--- src/hw/rtl/pmr_pkg.sv ---
// shared types, constants and widths for the pixel map rotate block
package pmr_pkg;

  localparam int unsigned SRC_DEPTH     = 65536;
  localparam int unsigned SRC_AW        = $clog2(SRC_DEPTH);
  localparam int unsigned FRACTION_BITS = 10;
  localparam int unsigned COORD_BITS    = 12;

  localparam int unsigned PIX_W      = 8;
  localparam int unsigned LOAD_IDX_W = 16;
  localparam int unsigned SIZE_W     = 9;
  localparam int unsigned TRIG_W     = 12;
  localparam int unsigned CENTRE_W   = 12;
  localparam int unsigned KEY_W      = 9;
  localparam int unsigned MODE_W     = 3;
  localparam int unsigned CFG_IDX_W  = 4;
  localparam int unsigned CFG_DATA_W = 12;
  localparam int unsigned COS_ONE    = 1 << FRACTION_BITS;

  localparam int unsigned IN_FIELD_W = LOAD_IDX_W + PIX_W + 2 * COORD_BITS;
  localparam int unsigned IN_DATA_W  = ((IN_FIELD_W + 7) / 8) * 8;
  localparam int unsigned OUT_DATA_W = ((PIX_W + 7) / 8) * 8;

  localparam int unsigned IN_PIX_LSB = LOAD_IDX_W;
  localparam int unsigned IN_DX_LSB  = LOAD_IDX_W + PIX_W;
  localparam int unsigned IN_DY_LSB  = LOAD_IDX_W + PIX_W + COORD_BITS;

  // datapath widths
  localparam int unsigned DIFF_W = ((COORD_BITS > CENTRE_W) ? COORD_BITS : CENTRE_W) + 2;
  localparam int unsigned PROD_W = DIFF_W + TRIG_W;
  localparam int unsigned SUM_W  = PROD_W + 1;
  localparam int unsigned HC_W   = SIZE_W + 2;
  localparam int unsigned POS_W  =
    ((SUM_W - FRACTION_BITS > DIFF_W) ? SUM_W - FRACTION_BITS : DIFF_W) + 1;
  localparam int unsigned ROWP_W = 2 * SIZE_W;
  localparam int unsigned ADDR_W = (SRC_AW + 1 > ROWP_W + 1) ? SRC_AW + 1 : ROWP_W + 1;

  typedef enum logic [1:0] {
    ROT_GENERAL,
    ROT_90,
    ROT_180,
    ROT_270
  } rot_e;

  typedef enum logic [CFG_IDX_W-1:0] {
    REG_DRAW_MODE,
    REG_COS_VALUE,
    REG_SIN_VALUE,
    REG_SRC_COLS,
    REG_SRC_ROWS,
    REG_CENTRE_OUT_X,
    REG_CENTRE_OUT_Y,
    REG_TRANSPARENT_KEY
  } cfg_idx_e;

  typedef struct packed {
    rot_e                        rot;
    logic                        cw;
    logic signed [TRIG_W-1:0]    cos_value;
    logic signed [TRIG_W-1:0]    sin_value;
    logic [SIZE_W-1:0]           src_cols;
    logic [SIZE_W-1:0]           src_rows;
    logic signed [CENTRE_W-1:0]  centre_out_x;
    logic signed [CENTRE_W-1:0]  centre_out_y;
    logic signed [KEY_W-1:0]     transparent_key;
  } cfg_t;

  // memory access issued by the address pipeline
  typedef struct packed {
    logic              valid;
    logic              draw;
    logic              hit;
    logic              we;
    logic [SRC_AW-1:0] addr;
    logic [PIX_W-1:0]  wdata;
  } req_t;

endpackage

--- src/hw/rtl/pmr_out.sv ---
// result stage: transparency test, output register and skid buffer
module pmr_out (
  input  logic                                 clk_i,
  input  logic                                 rst_ni,
  input  pmr_pkg::req_t                        req_i,
  input  logic [pmr_pkg::PIX_W-1:0]            rdata_i,
  input  logic signed [pmr_pkg::KEY_W-1:0]     key_i,
  output logic                                 en_o,
  output logic                                 m_axis_tvalid,
  input  logic                                 m_axis_tready,
  output logic [pmr_pkg::OUT_DATA_W-1:0]       m_axis_tdata,  // pixel_value
  output logic [0:0]                           m_axis_tuser   // write_pixel
);

  logic                        f_valid_q, f_draw_q, f_hit_q;
  logic                        key_hit, res_valid, res_wr;
  logic [pmr_pkg::PIX_W-1:0]   res_pix;
  logic                        out_valid_d, out_valid_q, out_wr_d, out_wr_q;
  logic [pmr_pkg::PIX_W-1:0]   out_pix_d, out_pix_q;
  logic                        skid_valid_d, skid_valid_q, skid_wr_d, skid_wr_q;
  logic [pmr_pkg::PIX_W-1:0]   skid_pix_d, skid_pix_q;

  assign en_o = !skid_valid_q;

  always_comb begin
    key_hit   = !key_i[pmr_pkg::KEY_W-1] && (key_i[pmr_pkg::PIX_W-1:0] == rdata_i);
    res_wr    = f_draw_q && f_hit_q && !key_hit;
    res_pix   = res_wr ? rdata_i : '0;
    res_valid = f_valid_q && en_o;
  end

  always_comb begin
    out_valid_d  = out_valid_q;
    out_wr_d     = out_wr_q;
    out_pix_d    = out_pix_q;
    skid_valid_d = skid_valid_q;
    skid_wr_d    = skid_wr_q;
    skid_pix_d   = skid_pix_q;
    if (m_axis_tready || !out_valid_q) begin
      if (skid_valid_q) begin
        out_valid_d  = 1'b1;
        out_wr_d     = skid_wr_q;
        out_pix_d    = skid_pix_q;
        skid_valid_d = 1'b0;
      end else begin
        out_valid_d = res_valid;
        out_wr_d    = res_wr;
        out_pix_d   = res_pix;
      end
    end else if (res_valid) begin
      skid_valid_d = 1'b1;
      skid_wr_d    = res_wr;
      skid_pix_d   = res_pix;
    end
  end

  always_ff @(posedge clk_i or negedge rst_ni) begin
    if (!rst_ni) begin
      f_valid_q    <= 1'b0;
      out_valid_q  <= 1'b0;
      skid_valid_q <= 1'b0;
    end else begin
      if (en_o) begin
        f_valid_q <= req_i.valid;
      end
      out_valid_q  <= out_valid_d;
      skid_valid_q <= skid_valid_d;
    end
  end

  always_ff @(posedge clk_i) begin
    if (en_o) begin
      f_draw_q <= req_i.draw;
      f_hit_q  <= req_i.hit;
    end
    out_wr_q   <= out_wr_d;
    out_pix_q  <= out_pix_d;
    skid_wr_q  <= skid_wr_d;
    skid_pix_q <= skid_pix_d;
  end

  assign m_axis_tvalid = out_valid_q;
  assign m_axis_tdata  = pmr_pkg::OUT_DATA_W'(out_pix_q);
  assign m_axis_tuser  = out_wr_q;

  a_skid_behind_out: assert property (@(posedge clk_i) disable iff (!rst_ni)
    skid_valid_q |-> out_valid_q)
    else $error("skid holds a result while the output register is empty");

  a_skid_on_stall: assert property (@(posedge clk_i) disable iff (!rst_ni)
    $rose(skid_valid_q) |-> $past(out_valid_q && !m_axis_tready))
    else $error("skid filled without an output stall");

  a_no_write_zero: assert property (@(posedge clk_i) disable iff (!rst_ni)
    (out_valid_q && !out_wr_q) |-> (out_pix_q == '0))
    else $error("pixel value nonzero on a result that writes nothing");

endmodule

--- config.mk ---
export PLATFORM = sky130hd
export DESIGN_NAME = pmr_out
export DESIGN_NICKNAME = d
export VERILOG_FILES = /design/src/hw/rtl/pmr_pkg.sv /design/src/hw/rtl/pmr_out.sv
export SDC_FILE = /design/constraint.sdc
export NUM_CORES = 1
export LEC_CHECK = 0
export BUFFER_PORTS_ARGS = -buffer_cell sky130_fd_sc_hd__buf_4
export CAP_MARGIN = 20
export CORE_UTILIZATION = 40
export DETAILED_ROUTE_END_ITERATION = 10
export PLACE_DENSITY_LB_ADDON = 0.12
export SYNTH_ARGS = -nofsm -noshare
export SYNTH_HDL_FRONTEND = slang
export SYNTH_SLANG_ARGS = --single-unit
--- constraint.sdc ---
create_clock -name clk_i -period 5.32 [get_ports clk_i]
set_input_delay 0.266 -clock clk_i [delete_from_list [all_inputs] [get_ports clk_i]]
set_output_delay 0.266 -clock clk_i [all_outputs]
set_load 0.03 [all_outputs]
# Word-level counts from Yosys, hierarchy flattened
# Index checks and enable logic that the tools add are counted.
# totals
regBits	23
latch_bits	0
ramBits	0
rom_bits	0
inputBits	48
word_cells	28
mem_count	0
# classes
n_addsub	0
mul	0
div	0
order_cmp	0
eq_ne	1
shifts	0
n_mux	6
bitwise_logic	1
n_reduce_logical	11
# op_table
cell	n
two-way mux 8 bit	2
== test 8 bit	1
logical AND 1 bit	4
logical NOT 1 bit	4
two-way mux 1 bit	4
AND reduction 2 bit	1
nonzero test 2 bit	1
logical OR 1 bit	1
inverter 1 bit	1

# Longest topological paths before layout
# logic_depth
depth_word	6
mapped_depth	5
mapped_depth_nobuf	4

# Worst setup path before layout
# OpenSTA, ideal clock, no wires.
# synth_timing
path_kind	register to register
startpoint	register out_valid_q (netlist: m_axis_tvalid)
endpoint	register skid_pix_q[0] in the netlist's numbering, enable pin
setup_ps	389
t_arrival_ps	1624
required_ps	4931
path_slack_ps	3307
path_stages_with_launch	3
path_buffers	0
synth_period_minus_slack_ps	2013
path_cell_list	dfrtp_1 nand2b_1 nor3b_1
# synth_between
elab_chain_cells	4
# synth_rtl
element	line	source
from (decl)	pmr_out.sv:18	logic out_valid_d, out_valid_q, out_wr_d, out_wr_q;
from (signal assigned)	pmr_out.sv:66	out_valid_q <= out_valid_d;
logical NOT 1 bit	pmr_out.sv:39	if (m_axis_tready || !out_valid_q) begin
logical OR 1 bit	pmr_out.sv:39	
inverter 1 bit (no source line)	--	
AND reduction 2 bit (no source line)	--	
to (signal assigned)	pmr_out.sv:79	skid_pix_q <= skid_pix_d;
to (decl)	pmr_out.sv:21	logic [pmr_pkg::PIX_W-1:0] skid_pix_d, skid_pix_q;
# Every way passes these cells.
# A chain may end at the register's enable or synchronous reset.

# Final worst setup path
# layout_timing
startpoint	register skid_valid_q
endpoint	output en_o
# layout_between
elab_chain_cells	1
# layout_rtl
element	line	source
from (decl)	pmr_out.sv:20	logic skid_valid_d, skid_valid_q, skid_wr_d, skid_wr_q;
from (signal assigned)	pmr_out.sv:67	skid_valid_q <= skid_valid_d;
logical NOT 1 bit	pmr_out.sv:23	assign en_o = !skid_valid_q;
to (decl)	pmr_out.sv:8	output logic en_o,
# Every way passes these cells.

==> flow_metrics.py <==
metrics = {
    "placed_design": {
        "placed_cells": 142,
        "place.gp.congestion": 0.707,
        "portBuffers": 33,
    },
    "cells_and_area": {
        "area_delta_synth_final_pct": 28.2,
        "drive_above_1_share_pct": 41.9,
        "final_nets": 166,
        "final_cell_count_no_fill": 147,
        "diodes": 0,
    },
    "worst_setup_path": {
        "crit_chain": "inv_1, buf_4",
        "max_stage_delay_ns": 0.54,
        "critPathTopFamily": "buffers and inverters",
        "cp_max_fo": 13,
        "cp.arrival_ns": 1.49,
        "r2r_cells": 3,
        "r2r-start": "skid_valid_q",
        "critPathRequiredTime_ns": 5.05,
        "path_buf_inv": 2,
        "slowest_stage": "dfrtp_1",
        "crit_path_start_kind": "register",
        "criticalPathCategory": "register to primary output",
        "critPathCaptureType": "primary output",
        "reg2reg_slack_ns": 3.82,
        "r2r-end": "m_axis_tuser",
    },
    "clock_tree": {
        "cts_buffers": 3,
        "clk_pin_slew_ns": 0.12,
        "root_buffer": "clkbuf_4",
        "htree_levels": 1,
        "cts_resized": 0,
        "cts_tree": "built",
        "clockBufferDepth": 2,
        "clock_sinks": 23,
        "insertion_delay_ns": 0.30,
    },
    "sta": {
        "max_slew.worst_pin.slew_ns": 0.547,
        "max_freq_ghz": 0.569,
        "rsz0062_at_grt": "false",
        "fin_setup_tns_ns": 0,
        "finalCritPeriodShare_pct": 33.1,
        "holdWs_ns": 0.136,
        "skew_ns": 0.00210,
        "setup_viol": 0,
        "final_max_slew_viol_count": 0,
        "final_hold_viol_count": 0,
        "fin_crit_ns": 1.76,
        "relSlewSlack_pct": 63.5,
    },
    "yosys": {
        "syn_inst": 83,
        "synth_compound_area_share_pct": 7.38,
        "synth_top_family_by_area": "simple AND/OR/NAND/NOR gates",
        "synth.avg_cell_area_um2": 12.9,
        "synth-adder-area-share_pct": 0,
        "mappedNetlistNets": 131,
        "synth_xor_xnor_area_share_pct": 6.56,
        "synth_simple_gate_area_share_pct": 17.9,
        "yosysTopAreaCell": "edfxtp_1",
        "synth.area.mux_share_pct": 1.99,
        "synth_area_um2": 1070,
        "synth_seq_cells": 23,
        "synth_top_area_share_pct": 56.2,
        "synth.distinct_cells": 24,
        "yosysSeqAreaShare_pct": 63.2,
        "synth.area.top_cells": "edfxtp_1, dfrtp_1, o21ai_2",
        "yosysWarnings": 0,
    },
    "job": {
        "max-cap-violations": 0,
    },
    "drt": {
        "vias": 734,
        "vias_per_cell": 4.99,
        "firstDrtPassIters": 4,
        "detail-route-antenna-nets": 0,
        "wirelength_um": 1810,
        "wl_per_cell_um": 12.3,
        "drt_iter0_drc": 19,
        "drc": 0,
    },
    "floorplanning": {
        "die_y_um": 53.7,
        "start_util_pct": 42.7,
        "core_um2": 2500,
        "io_pins": 59,
        "die-area_um2": 2880,
        "die_w_um": 53.7,
        "num_rows": 18,
    },
    "global_routing": {
        "grt_first_pass_wirelength_um": 2990,
        "grt.total_usage_pct": 14.9,
        "antenna_found_initial": 0,
        "grt_pass1_vias": 670,
        "overflow": 0,
        "grt_max_degree": 19,
    },
    "worst_hold_path": {
        "hold_start": "req_i[25]",
        "hold_depth": 1,
        "hold_end": "f_hit_q",
        "min_path_type": "input port to register",
    },
    "pwr": {
        "power_mw": 0.415,
        "p_leak_nw": 0.578,
        "power.density_nw_per_um2": 303,
        "vdd_ir_drop_max_mv": 0.152,
    },
    "outcome": {
        "status": "completed",
    },
}
-- final cells by class --
class	count	area [µm²]
Fill cell	231	1130
Sequential cell	23	676
Multi-Input combinational cell	54	362
Timing Repair Buffer	35	265
Tap cell	30	37.5
Clock buffer	4	26.3
Inverter	1	3.75
-- placed cells by master, fill, tap and decap left out, types with 2 or more instances in the layout --
cell	netlist	routed
buf_4	0	34
edfxtp_1	20	20
nand2_1	9	9
and3_1	8	8
nand3_1	8	8
o21ai_2	8	8
xor2_1	6	6
clkbuf_4	0	3
dfrtp_1	3	3
xnor2_1	2	2
nor2_1	2	2
-- power breakdown --
part           total (mW)  internal (mW)  switching, mW  leakage, nW
logic               0.105         0.0438         0.0613        0.328
registers           0.231          0.223        0.00866        0.235
clock network      0.0780         0.0292         0.0488       0.0150
total               0.415          0.296          0.119        0.578
-- timing repair --
item | 4_1_cts | 5_1_grt
buffers inserted | 0 | 0
hold buffers | 1 | 0
hold endpoints to repair | 3 | 0
-- synth_stat cells --
library cell / n
edfxtp_1: 20
nand2_1: 9
and3_1: 8
nand3_1: 8
o21ai_2: 8
xor2_1: 6
clkbuf_1: 3
dfrtp_1: 3
nor2_1: 2
xnor2_1: 2
a21oi_2: 1
and2_1: 1
and2_2: 1
and4_1: 1
buf_2: 1
buf_6: 1
inv_1: 1
mux2_2: 1
mux2i_1: 1
nand2b_1: 1
nand4_1: 1
nor3_1: 1
nor3b_1: 1
nor4_2: 1
-- kinds of logic after synthesis --
| kind of cell | count (synthesis) |
|---|---|
| AO/OA/AOI/OAI | 9 |
| XOR/XNOR | 8 |
| buffers and inverters | 6 |
| flip-flops | 23 |
| multiplexers | 2 |
| AND/OR/NAND/NOR | 35 |
-- how the worst max path moves through the flow --
stage,from,end,slack (ns),cells after the start
3_5_place_dp,key_i[5],m_axis_tdata[1],3.49,5
4_1_cts,skid_valid_q,en_o,3.54,2
2_1_floorplan,m_axis_tvalid,skid_pix_q[0],3.31,2
5_1_grt,skid_valid_q,en_o,3.43,2
3_3_place_gp,key_i[5],m_axis_tdata[1],3.52,5
6_report,skid_valid_q,en_o,3.56,2
-- per-layer routing --
metal | GRT usage, % | routed length [µm]
met1 | 18.2 | 832
met2 | 25.9 | 858
met3 | 2.54 | 99
met4 | 5.26 | 18
met5 | 0 | 0
-- through the flow --
step / utilization (%) / area (µm²) / setup WS [ns]
2_1_floorplan: - / 1070 / 3.31
3_3_place_gp: 53.4 / 1330 / 3.52
3_5_place_dp: 53.4 / 1330 / 3.49
4_1_cts: 54.8 / 1370 / 3.54
5_1_grt: 54.8 / 1370 / 3.43
6_report: 54.8 / 1370 / 3.56
Power figures use the tool's default switching activity.
