===== config.mk =====
export PLATFORM = sky130hd
export DESIGN_NAME = pmr_addr
export DESIGN_NICKNAME = d
export VERILOG_FILES = /design/src/hw/rtl/pmr_pkg.sv /design/src/hw/rtl/pmr_addr.sv
export SDC_FILE = /design/constraint.sdc
export NUM_CORES = 2
export LEC_CHECK = 0
export ABC_AREA = 1
export BUFFER_PORTS_ARGS = -buffer_cell sky130_fd_sc_hd__buf_2
export CAP_MARGIN = 20
export CORE_ASPECT_RATIO = 1.75
export CORE_MARGIN = 10
export CORE_UTILIZATION = 40
export CTS_BUF_LIST = sky130_fd_sc_hd__clkbuf_2 sky130_fd_sc_hd__clkbuf_4 sky130_fd_sc_hd__clkbuf_8
export DETAILED_ROUTE_END_ITERATION = 12
export SKIP_LAST_GASP = 1
export SLEW_MARGIN = 20
export SYNTH_ARGS = -nofsm -noshare
export SYNTH_HDL_FRONTEND = slang
export SYNTH_SLANG_ARGS = --single-unit

===== constraint.sdc =====
create_clock -name clk_i -period 5.45 [get_ports clk_i]
set_clock_uncertainty 0.1 [all_clocks]
set_input_delay 0.545 -clock clk_i [delete_from_list [all_inputs] [get_ports clk_i]]
set_output_delay 0.545 -clock clk_i [all_outputs]
set_load 0.01 [all_outputs]

===== src/hw/rtl/pmr_pkg.sv =====
// shared types, constants and widths for the pixel map rotate block
package pmr_pkg;

  localparam int unsigned SRC_DEPTH     = 65536;
  localparam int unsigned SRC_AW        = $clog2(SRC_DEPTH);
  localparam int unsigned FRACTION_BITS = 10;
  localparam int unsigned COORD_BITS    = 12;

  localparam int unsigned PIX_W      = 8;
  localparam int unsigned LOAD_IDX_W = 16;
  localparam int unsigned SIZE_W     = 9;
  localparam int unsigned TRIG_W     = 12;
  localparam int unsigned CENTRE_W   = 12;
  localparam int unsigned KEY_W      = 9;
  localparam int unsigned MODE_W     = 3;
  localparam int unsigned CFG_IDX_W  = 4;
  localparam int unsigned CFG_DATA_W = 12;
  localparam int unsigned COS_ONE    = 1 << FRACTION_BITS;

  localparam int unsigned IN_FIELD_W = LOAD_IDX_W + PIX_W + 2 * COORD_BITS;
  localparam int unsigned IN_DATA_W  = ((IN_FIELD_W + 7) / 8) * 8;
  localparam int unsigned OUT_DATA_W = ((PIX_W + 7) / 8) * 8;

  localparam int unsigned IN_PIX_LSB = LOAD_IDX_W;
  localparam int unsigned IN_DX_LSB  = LOAD_IDX_W + PIX_W;
  localparam int unsigned IN_DY_LSB  = LOAD_IDX_W + PIX_W + COORD_BITS;

  // datapath widths
  localparam int unsigned DIFF_W = ((COORD_BITS > CENTRE_W) ? COORD_BITS : CENTRE_W) + 2;
  localparam int unsigned PROD_W = DIFF_W + TRIG_W;
  localparam int unsigned SUM_W  = PROD_W + 1;
  localparam int unsigned HC_W   = SIZE_W + 2;
  localparam int unsigned POS_W  =
    ((SUM_W - FRACTION_BITS > DIFF_W) ? SUM_W - FRACTION_BITS : DIFF_W) + 1;
  localparam int unsigned ROWP_W = 2 * SIZE_W;
  localparam int unsigned ADDR_W = (SRC_AW + 1 > ROWP_W + 1) ? SRC_AW + 1 : ROWP_W + 1;

  typedef enum logic [1:0] {
    ROT_GENERAL,
    ROT_90,
    ROT_180,
    ROT_270
  } rot_e;

  typedef enum logic [CFG_IDX_W-1:0] {
    REG_DRAW_MODE,
    REG_COS_VALUE,
    REG_SIN_VALUE,
    REG_SRC_COLS,
    REG_SRC_ROWS,
    REG_CENTRE_OUT_X,
    REG_CENTRE_OUT_Y,
    REG_TRANSPARENT_KEY
  } cfg_idx_e;

  typedef struct packed {
    rot_e                        rot;
    logic                        cw;
    logic signed [TRIG_W-1:0]    cos_value;
    logic signed [TRIG_W-1:0]    sin_value;
    logic [SIZE_W-1:0]           src_cols;
    logic [SIZE_W-1:0]           src_rows;
    logic signed [CENTRE_W-1:0]  centre_out_x;
    logic signed [CENTRE_W-1:0]  centre_out_y;
    logic signed [KEY_W-1:0]     transparent_key;
  } cfg_t;

  // memory access issued by the address pipeline
  typedef struct packed {
    logic              valid;
    logic              draw;
    logic              hit;
    logic              we;
    logic [SRC_AW-1:0] addr;
    logic [PIX_W-1:0]  wdata;
  } req_t;

endpackage


===== src/hw/rtl/pmr_addr.sv =====
// address pipeline: recentre, rotate, bounds check and source address
module pmr_addr (
  input  logic                                  clk_i,
  input  logic                                  rst_ni,
  input  logic                                  en_i,
  input  pmr_pkg::cfg_t                         cfg_i,
  input  logic                                  in_valid_i,
  input  logic                                  in_draw_i,
  input  logic [pmr_pkg::LOAD_IDX_W-1:0]        load_index_i,
  input  logic [pmr_pkg::PIX_W-1:0]             load_pixel_i,
  input  logic signed [pmr_pkg::COORD_BITS-1:0] dest_x_i,
  input  logic signed [pmr_pkg::COORD_BITS-1:0] dest_y_i,
  output pmr_pkg::req_t                         req_o
);

  localparam int unsigned DW = pmr_pkg::DIFF_W;
  localparam int unsigned PW = pmr_pkg::PROD_W;
  localparam int unsigned SW = pmr_pkg::SUM_W;
  localparam int unsigned HW = pmr_pkg::HC_W;
  localparam int unsigned QW = pmr_pkg::POS_W;
  localparam int unsigned RW = pmr_pkg::ROWP_W;
  localparam int unsigned AW = pmr_pkg::ADDR_W;
  localparam int unsigned NW = pmr_pkg::SIZE_W;

  // stage a: recentred or directly flipped coordinates
  logic                              a_valid_q, a_draw_q;
  logic [pmr_pkg::LOAD_IDX_W-1:0]    a_idx_q;
  logic [pmr_pkg::PIX_W-1:0]         a_pix_q;
  logic signed [DW-1:0]              a_x_d, a_y_d, a_x_q, a_y_q;

  always_comb begin
    a_x_d = DW'(dest_x_i) - DW'(cfg_i.centre_out_x);
    a_y_d = DW'(dest_y_i) - DW'(cfg_i.centre_out_y);
    unique case (cfg_i.rot)
      pmr_pkg::ROT_GENERAL: begin
      end
      pmr_pkg::ROT_90: begin
        a_x_d = DW'(dest_y_i);
        a_y_d = DW'(cfg_i.src_rows) - DW'(1) - DW'(dest_x_i);
      end
      pmr_pkg::ROT_180: begin
        a_x_d = DW'(cfg_i.src_cols) - DW'(1) - DW'(dest_x_i);
        a_y_d = DW'(cfg_i.src_rows) - DW'(1) - DW'(dest_y_i);
      end
      pmr_pkg::ROT_270: begin
        a_x_d = DW'(cfg_i.src_cols) - DW'(1) - DW'(dest_y_i);
        a_y_d = DW'(dest_x_i);
      end
      default: begin
      end
    endcase
  end

  // stage b: four rotation products
  logic                              b_valid_q, b_draw_q;
  logic [pmr_pkg::LOAD_IDX_W-1:0]    b_idx_q;
  logic [pmr_pkg::PIX_W-1:0]         b_pix_q;
  logic signed [DW-1:0]              b_x_q, b_y_q;
  logic signed [PW-1:0]              b_xc_d, b_ys_d, b_yc_d, b_xs_d;
  logic signed [PW-1:0]              b_xc_q, b_ys_q, b_yc_q, b_xs_q;

  always_comb begin
    b_xc_d = PW'(a_x_q) * PW'(cfg_i.cos_value);
    b_ys_d = PW'(a_y_q) * PW'(cfg_i.sin_value);
    b_yc_d = PW'(a_y_q) * PW'(cfg_i.cos_value);
    b_xs_d = PW'(a_x_q) * PW'(cfg_i.sin_value);
  end

  // stage c: source column and row
  logic                              c_valid_q, c_draw_q;
  logic [pmr_pkg::LOAD_IDX_W-1:0]    c_idx_q;
  logic [pmr_pkg::PIX_W-1:0]         c_pix_q;
  logic signed [SW-1:0]              sum_c, sum_r, sh_c, sh_r;
  logic [HW-1:0]                     half_c, half_r;
  logic signed [HW-1:0]              hc, hr;
  logic signed [QW-1:0]              c_col_d, c_row_d, c_col_q, c_row_q;

  always_comb begin
    sum_c  = SW'(b_xc_q) + SW'(b_ys_q);
    sum_r  = SW'(b_yc_q) - SW'(b_xs_q);
    sh_c   = sum_c >>> pmr_pkg::FRACTION_BITS;
    sh_r   = sum_r >>> pmr_pkg::FRACTION_BITS;
    half_c = HW'(cfg_i.src_cols >> 1);
    half_r = HW'(cfg_i.src_rows >> 1);
    if (cfg_i.cw) begin
      hc = half_c;
      hr = HW'(cfg_i.src_rows) - HW'(1) - half_r;
    end else begin
      hc = HW'(cfg_i.src_cols) - HW'(1) - half_c;
      hr = half_r;
    end
    if (cfg_i.rot == pmr_pkg::ROT_GENERAL) begin
      c_col_d = QW'(sh_c) + QW'(hc);
      c_row_d = QW'(sh_r) + QW'(hr);
    end else begin
      c_col_d = QW'(b_x_q);
      c_row_d = QW'(b_y_q);
    end
  end

  // stage d: bounds check and row offset
  logic                              d_valid_q, d_draw_q;
  logic [pmr_pkg::LOAD_IDX_W-1:0]    d_idx_q;
  logic [pmr_pkg::PIX_W-1:0]         d_pix_q;
  logic                              d_inr_d, d_inr_q;
  logic [RW-1:0]                     d_prod_d, d_prod_q;
  logic [NW-1:0]                     d_col_q;

  always_comb begin
    d_inr_d = !c_col_q[QW-1] && !c_row_q[QW-1]
              && ($unsigned(c_col_q) < QW'(cfg_i.src_cols))
              && ($unsigned(c_row_q) < QW'(cfg_i.src_rows));
    d_prod_d = RW'(c_row_q[NW-1:0]) * RW'(cfg_i.src_cols);
  end

  always_ff @(posedge clk_i or negedge rst_ni) begin
    if (!rst_ni) begin
      a_valid_q <= 1'b0;
      b_valid_q <= 1'b0;
      c_valid_q <= 1'b0;
      d_valid_q <= 1'b0;
    end else if (en_i) begin
      a_valid_q <= in_valid_i;
      b_valid_q <= a_valid_q;
      c_valid_q <= b_valid_q;
      d_valid_q <= c_valid_q;
    end
  end

  always_ff @(posedge clk_i) begin
    if (en_i) begin
      a_draw_q <= in_draw_i;
      a_idx_q  <= load_index_i;
      a_pix_q  <= load_pixel_i;
      a_x_q    <= a_x_d;
      a_y_q    <= a_y_d;
      b_draw_q <= a_draw_q;
      b_idx_q  <= a_idx_q;
      b_pix_q  <= a_pix_q;
      b_x_q    <= a_x_q;
      b_y_q    <= a_y_q;
      b_xc_q   <= b_xc_d;
      b_ys_q   <= b_ys_d;
      b_yc_q   <= b_yc_d;
      b_xs_q   <= b_xs_d;
      c_draw_q <= b_draw_q;
      c_idx_q  <= b_idx_q;
      c_pix_q  <= b_pix_q;
      c_col_q  <= c_col_d;
      c_row_q  <= c_row_d;
      d_draw_q <= c_draw_q;
      d_idx_q  <= c_idx_q;
      d_pix_q  <= c_pix_q;
      d_inr_q  <= d_inr_d;
      d_prod_q <= d_prod_d;
      d_col_q  <= c_col_q[NW-1:0];
    end
  end

  // final address and memory request
  logic [AW-1:0] addr_sum, load_addr;

  always_comb begin
    addr_sum      = AW'(d_prod_q) + AW'(d_col_q);
    load_addr     = AW'(d_idx_q);
    req_o.valid   = d_valid_q;
    req_o.draw    = d_draw_q;
    req_o.hit     = d_inr_q && (addr_sum < AW'(pmr_pkg::SRC_DEPTH));
    req_o.we      = !d_draw_q && (load_addr < AW'(pmr_pkg::SRC_DEPTH));
    req_o.addr    = d_draw_q ? addr_sum[pmr_pkg::SRC_AW-1:0]
                             : load_addr[pmr_pkg::SRC_AW-1:0];
    req_o.wdata   = d_pix_q;
  end

endmodule


# ---- Word-level counts from Yosys, hierarchy flattened
# Index checks and enable logic that the tools add are counted.
# W data, S select, Z words.
dict set report op_classes {
  addsub 17
  multipliers 5
  div_mod_pow 0
  n_lt_le_gt_ge 3
  n_eq_ne 3
  n_shift 0
  muxes 7
  bitwise_logic 0
  reduce_logical 8
}
# op count
set op_table {}
lappend op_table {{$mul A14 B12 Y26} 4}
lappend op_table {{$pmux W14 S3} 2}
lappend op_table {{$sub A10 B12 Y13} 4}
lappend op_table {{$sub A9 B1 Y10 const B} 4}
lappend op_table {{$add A17 B11 Y18} 2}
lappend op_table {{$lt A18 B9 Y1} 2}
lappend op_table {{$mux W18} 2}
lappend op_table {{$add A26 B26 Y27} 1}
lappend op_table {{$sub A26 B26 Y27} 1}
lappend op_table {{$sub A12 B12 Y13} 2}
lappend op_table {{$mux W11} 2}
lappend op_table {{$sub A10 B9 Y11} 2}
lappend op_table {{$add A18 B9 Y19} 1}
lappend op_table {{$lt A19 B17 Y1 const B} 1}
lappend op_table {{$mul A9 B9 Y18} 1}
lappend op_table {{$mux W16} 1}
lappend op_table {{$eq A2 B2 Y1 const B} 2}
lappend op_table {{$logic_and A1 B1 Y1} 4}
lappend op_table {{$logic_not A1 Y1} 3}
lappend op_table {{$eq A2 B1 Y1 const B} 1}
lappend op_table {{$logic_not A2 Y1} 1}
dict set report word_totals {
  regBits 328
  latch_bits 0
  ramBits 0
  rom_bits 0
  in_bits 131
  out_inout_bits 28
  word_cells 72
  mem_count 0
}

# ---- Logic depth before layout (Yosys ltp)
dict set report depth {
  ltp_word 5
  depth_mapped 26
  ltp_nobuf 26
}

# ---- Least setup slack after synthesis
# No wires, ideal clock.
dict set report synth_timing {
  path_kind {input to register}
  startpoint {in cfg_i[68] (netlist bit)}
  endpoint {reg b_xc_q[23] (data pin)}
  arrival_time_ns 4.959
  t_required_ns 5.089
  setup_slack_ns 0.130
  stages 17
  cell_sequence {clkbuf_1 > clkbuf_1 > nand2_1 > fa_1 > inv_1 > fa_1 > inv_1 > fa_1 > fa_1 > fa_1 > inv_1 > ha_1 > a21o_1 > o21bai_1 > a21oi_1 > nand3_1 > xor2_1}
}
dict set report synth_via {
  elab_chain_cells 1
}
# item line_no
set synth_lines {}
lappend synth_lines {{start: declaration} pmr_addr.sv:6} ;# input pmr_pkg::cfg_t cfg_i,
lappend synth_lines {{$mul A14 B12 Y26} pmr_addr.sv:63} ;# b_xc_d = PW'(a_x_q) * PW'(cfg_i.cos_value);
lappend synth_lines {{via b_xc_d[23]} pmr_addr.sv:59} ;# logic signed [PW-1:0] b_xc_d, b_ys_d, b_yc_d, b_xs_d;
lappend synth_lines {{end signal: assignment} pmr_addr.sv:142} ;# b_xc_q <= b_xc_d;
lappend synth_lines {{end: declaration} pmr_addr.sv:60} ;# logic signed [PW-1:0] b_xc_q, b_ys_q, b_yc_q, b_xs_q;
# The timed path passes the listed nets, and every way through them passes these cells.
# A chain may end at the register's enable or synchronous reset.

# ---- Worst setup path in the final report
dict set report layout_timing {
  startpoint {reg a_y_q[12]}
  endpoint {reg b_yc_q[23] (data pin)}
}
dict set report layout_via {
  elab_chain_cells 1
}
# item line_no
set layout_lines {}
lappend layout_lines {{start: declaration} pmr_addr.sv:29} ;# logic signed [DW-1:0] a_x_d, a_y_d, a_x_q, a_y_q;
lappend layout_lines {{start signal: assignment} pmr_addr.sv:136} ;# a_y_q <= a_y_d;
lappend layout_lines {{$mul A14 B12 Y26} pmr_addr.sv:65} ;# b_yc_d = PW'(a_y_q) * PW'(cfg_i.cos_value);
lappend layout_lines {{via b_yc_d[23]} pmr_addr.sv:59}
lappend layout_lines {{end signal: assignment} pmr_addr.sv:144} ;# b_yc_q <= b_yc_d;
lappend layout_lines {{end: declaration} pmr_addr.sv:60}
# The timed path passes the listed nets, and every way through them passes these cells.

==> reports/metrics.cfg <==
[synthesis]
syn_area_sq_mm=0.04851
synth_top_area_cell=fa_1
synth_nets=7340
synth_edf_count=320
syn_area_per_cell_sq_um=7.941
ys_seq_elements=324
yosysWarnings=0
netlist_instances=6108
synth.area.top_cells=fa_1, edfxtp_1, nand2_1
synthArstFlopShare_pct=1.235
synth_flop_cell=edfxtp_1
ys_seq_area_share_pct=20.02
ys_types=50
synth_top_cell_area_share_pct=27.53

[detailed_routing]
wl_um=140300
ant_nets=0
drtPass1Iterations=6
vias=40110
drt-wirelength-per-cell_um=17.40
vias_per_cell=4.974
drt_iter0_drc=2189
drc=0

[hold_path]
hold_class=in2async

[timing]
final_max_slew_viol_count=0
setup_ws_ns=0.2262
worstMarginPinSlew_ns=0.8881
fmax_mhz=191.4
hold_viol_final=0
fin_crit_sh_pct=95.85
relSlewSlack_pct=40.17
finalHoldWorstSlack_ns=0.1195
layout_min_cycle_time_ns=5.224
finalSetupViolations=0

[critical_path]
worstSetupEndpoint=b_yc_q[23]
crit_type=reg2reg
cp_slowest_cell=fa_1
r2r-end=b_yc_q[23]
critPathMaxFanout=25
slowest_delay_ns=0.57
start_kind=flip-flop
required_ns=5.91
cp_common_cell=fa_1
worstSetupStartpoint=a_y_q[12]
critPathArrivalTime_ns=5.69
r2r_cells=17
reg2reg_slack_ns=0.23
r2r-start=a_y_q[12]
endpoint_kind=flip-flop
cp_cell_sequence=buf_12 > nand2_1 > fa_1 > inv_1 > buf_4 > fa_1 > fa_1 > fa_1 > fa_1 > ha_1 > nand2_1 > nor2_1 > nor2b_1 > nand4_1 > nand3_1 > xor2_2 > buf_4

[floorplan]
num_rows=169
coreArea_sq_mm=0.1210
io-pin-count=159
die_area_sq_mm=0.1361
die_w_um=283.2
start_util_pct=40.10
die_h_um=480.7

[clocking]
worstSkewPairLatency_ns=0.70
cts_max_path_buffers=3
cts-root-buf=clkbuf_8
clk_pin_slew_ns=0.07
cts_sinks=324
post_cts_buffers=0
numCtsBuffers=49
cts_tree=built
h-tree-depth=2

[placement]
place_hpwl_um=118000
pre_cts_slack_ns=-0.1530
io_buffers=149
gp_routability_congestion=0.9186

[cells_and_area]
final_cell_mix=nand2_1, inv_1, fa_1
drive_above_1_share_pct=7.956
final_common_cell=nand2_1
synthToLayoutAreaGrowth_pct=12.10
fin_nets=7631

[global_route]
grt_pass1_vias=42480
grt_pass1_wl_um=222700
grt-ovfl-total=0
track_usage_pct=20.72
grt_antenna_before_repair=5
grt_max_degree=132

[run]
maxCapViolCount=0

[outcome]
outcome=finished, final reports clean

-- stage by stage --
step / setup TNS [ns] / instance area [sq um] / utilization, % / std cells
after floorplan: 0 / 48510 / - / 6108
after global placement: -0.2469 / 53020 / 43.83 / 7945
after detailed placement: -0.2893 / 53020 / 43.83 / 7945
after CTS: 0 / 54340 / 44.92 / 8059
after global routing: -0.01469 / 54370 / 44.95 / 8061
final: 0 / 54380 / 44.96 / 8064
-- how the worst min path moves through the flow --
stage	slack (ns)	startpoint	to
6_report	0.12	rst_ni	b_valid_q
5_1_grt	0.1	rst_ni	c_valid_q
4_1_cts	0.05	rst_ni	a_valid_q
3_5_place_dp	0.25	rst_ni	a_valid_q
3_3_place_gp	0.25	rst_ni	a_valid_q
2_1_floorplan	0.15	rst_ni	a_valid_q
-- Yosys cell counts (all sizes together) (59+ instances only) --
library cell	n
xor2	89
ha	434
inv	1413
a21oi	291
nand2	1658
edfxtp	320
xnor2	59
nor2	339
fa	667
clkbuf	160
o21ai	198
nand3	234
-- layout make-up --
class / instances / area (sq um)
Clock inverter: 28 / 300.3
Clock buffer: 59 / 749.5
Tap cell: 1624 / 2032
Inverter: 1414 / 5308
Sequential cell: 324 / 9709
Fill cell: 12170 / 66580
Antenna cell: 5 / 12.51
Timing Repair Buffer: 412 / 3411
Multi-Input combinational cell: 4198 / 32850
-- repair_timing --
item	4_1_cts	5_1_grt
hold endpoints to repair	30	0
gates resized for setup	0	6
endpoints found under the setup margin	0	7
hold buffers	27	0
-- cell families after synthesis --
family          Yosys count  synth area share (%)
xor+xnor                148                 2.688
buf+inv                1586                 12.31
flops                   324                 20.02
simple gates           2382                 19.99
compound gates          567                 6.281
fa+ha+maj              1101                 38.72
-- flip-flops by register name, indices dropped and copies added, names as in the netlist, 18 cells and up --
| signal | cells |
|---|---|
| d_prod_q | 18 |
| b_xs_q | 26 |
| c_col_q | 18 |
| c_row_q | 18 |
| b_xc_q | 26 |
| b_ys_q | 26 |
| b_yc_q | 26 |
-- critical path, delay by kind of cell (launching register included) --
kind / cells / cell delay [ns]
buffers and inverters: 4 / 0.61
AND/OR/NAND/NOR: 6 / 0.87
XOR/XNOR: 1 / 0.27
flip-flops: 1 / 0.39
adder cells (fa/ha/maj): 6 / 2.86
-- routing by layer --
layer  global-route usage (%)  wire (um)
met4                    11.96       8605
met2                    40.61      76550
met3                    1.652       4768
met5                        0         24
met1                    21.18      50390
Power is not shown: default switching activity piles up to over one toggle a cycle in this logic, so the estimate is an artifact.
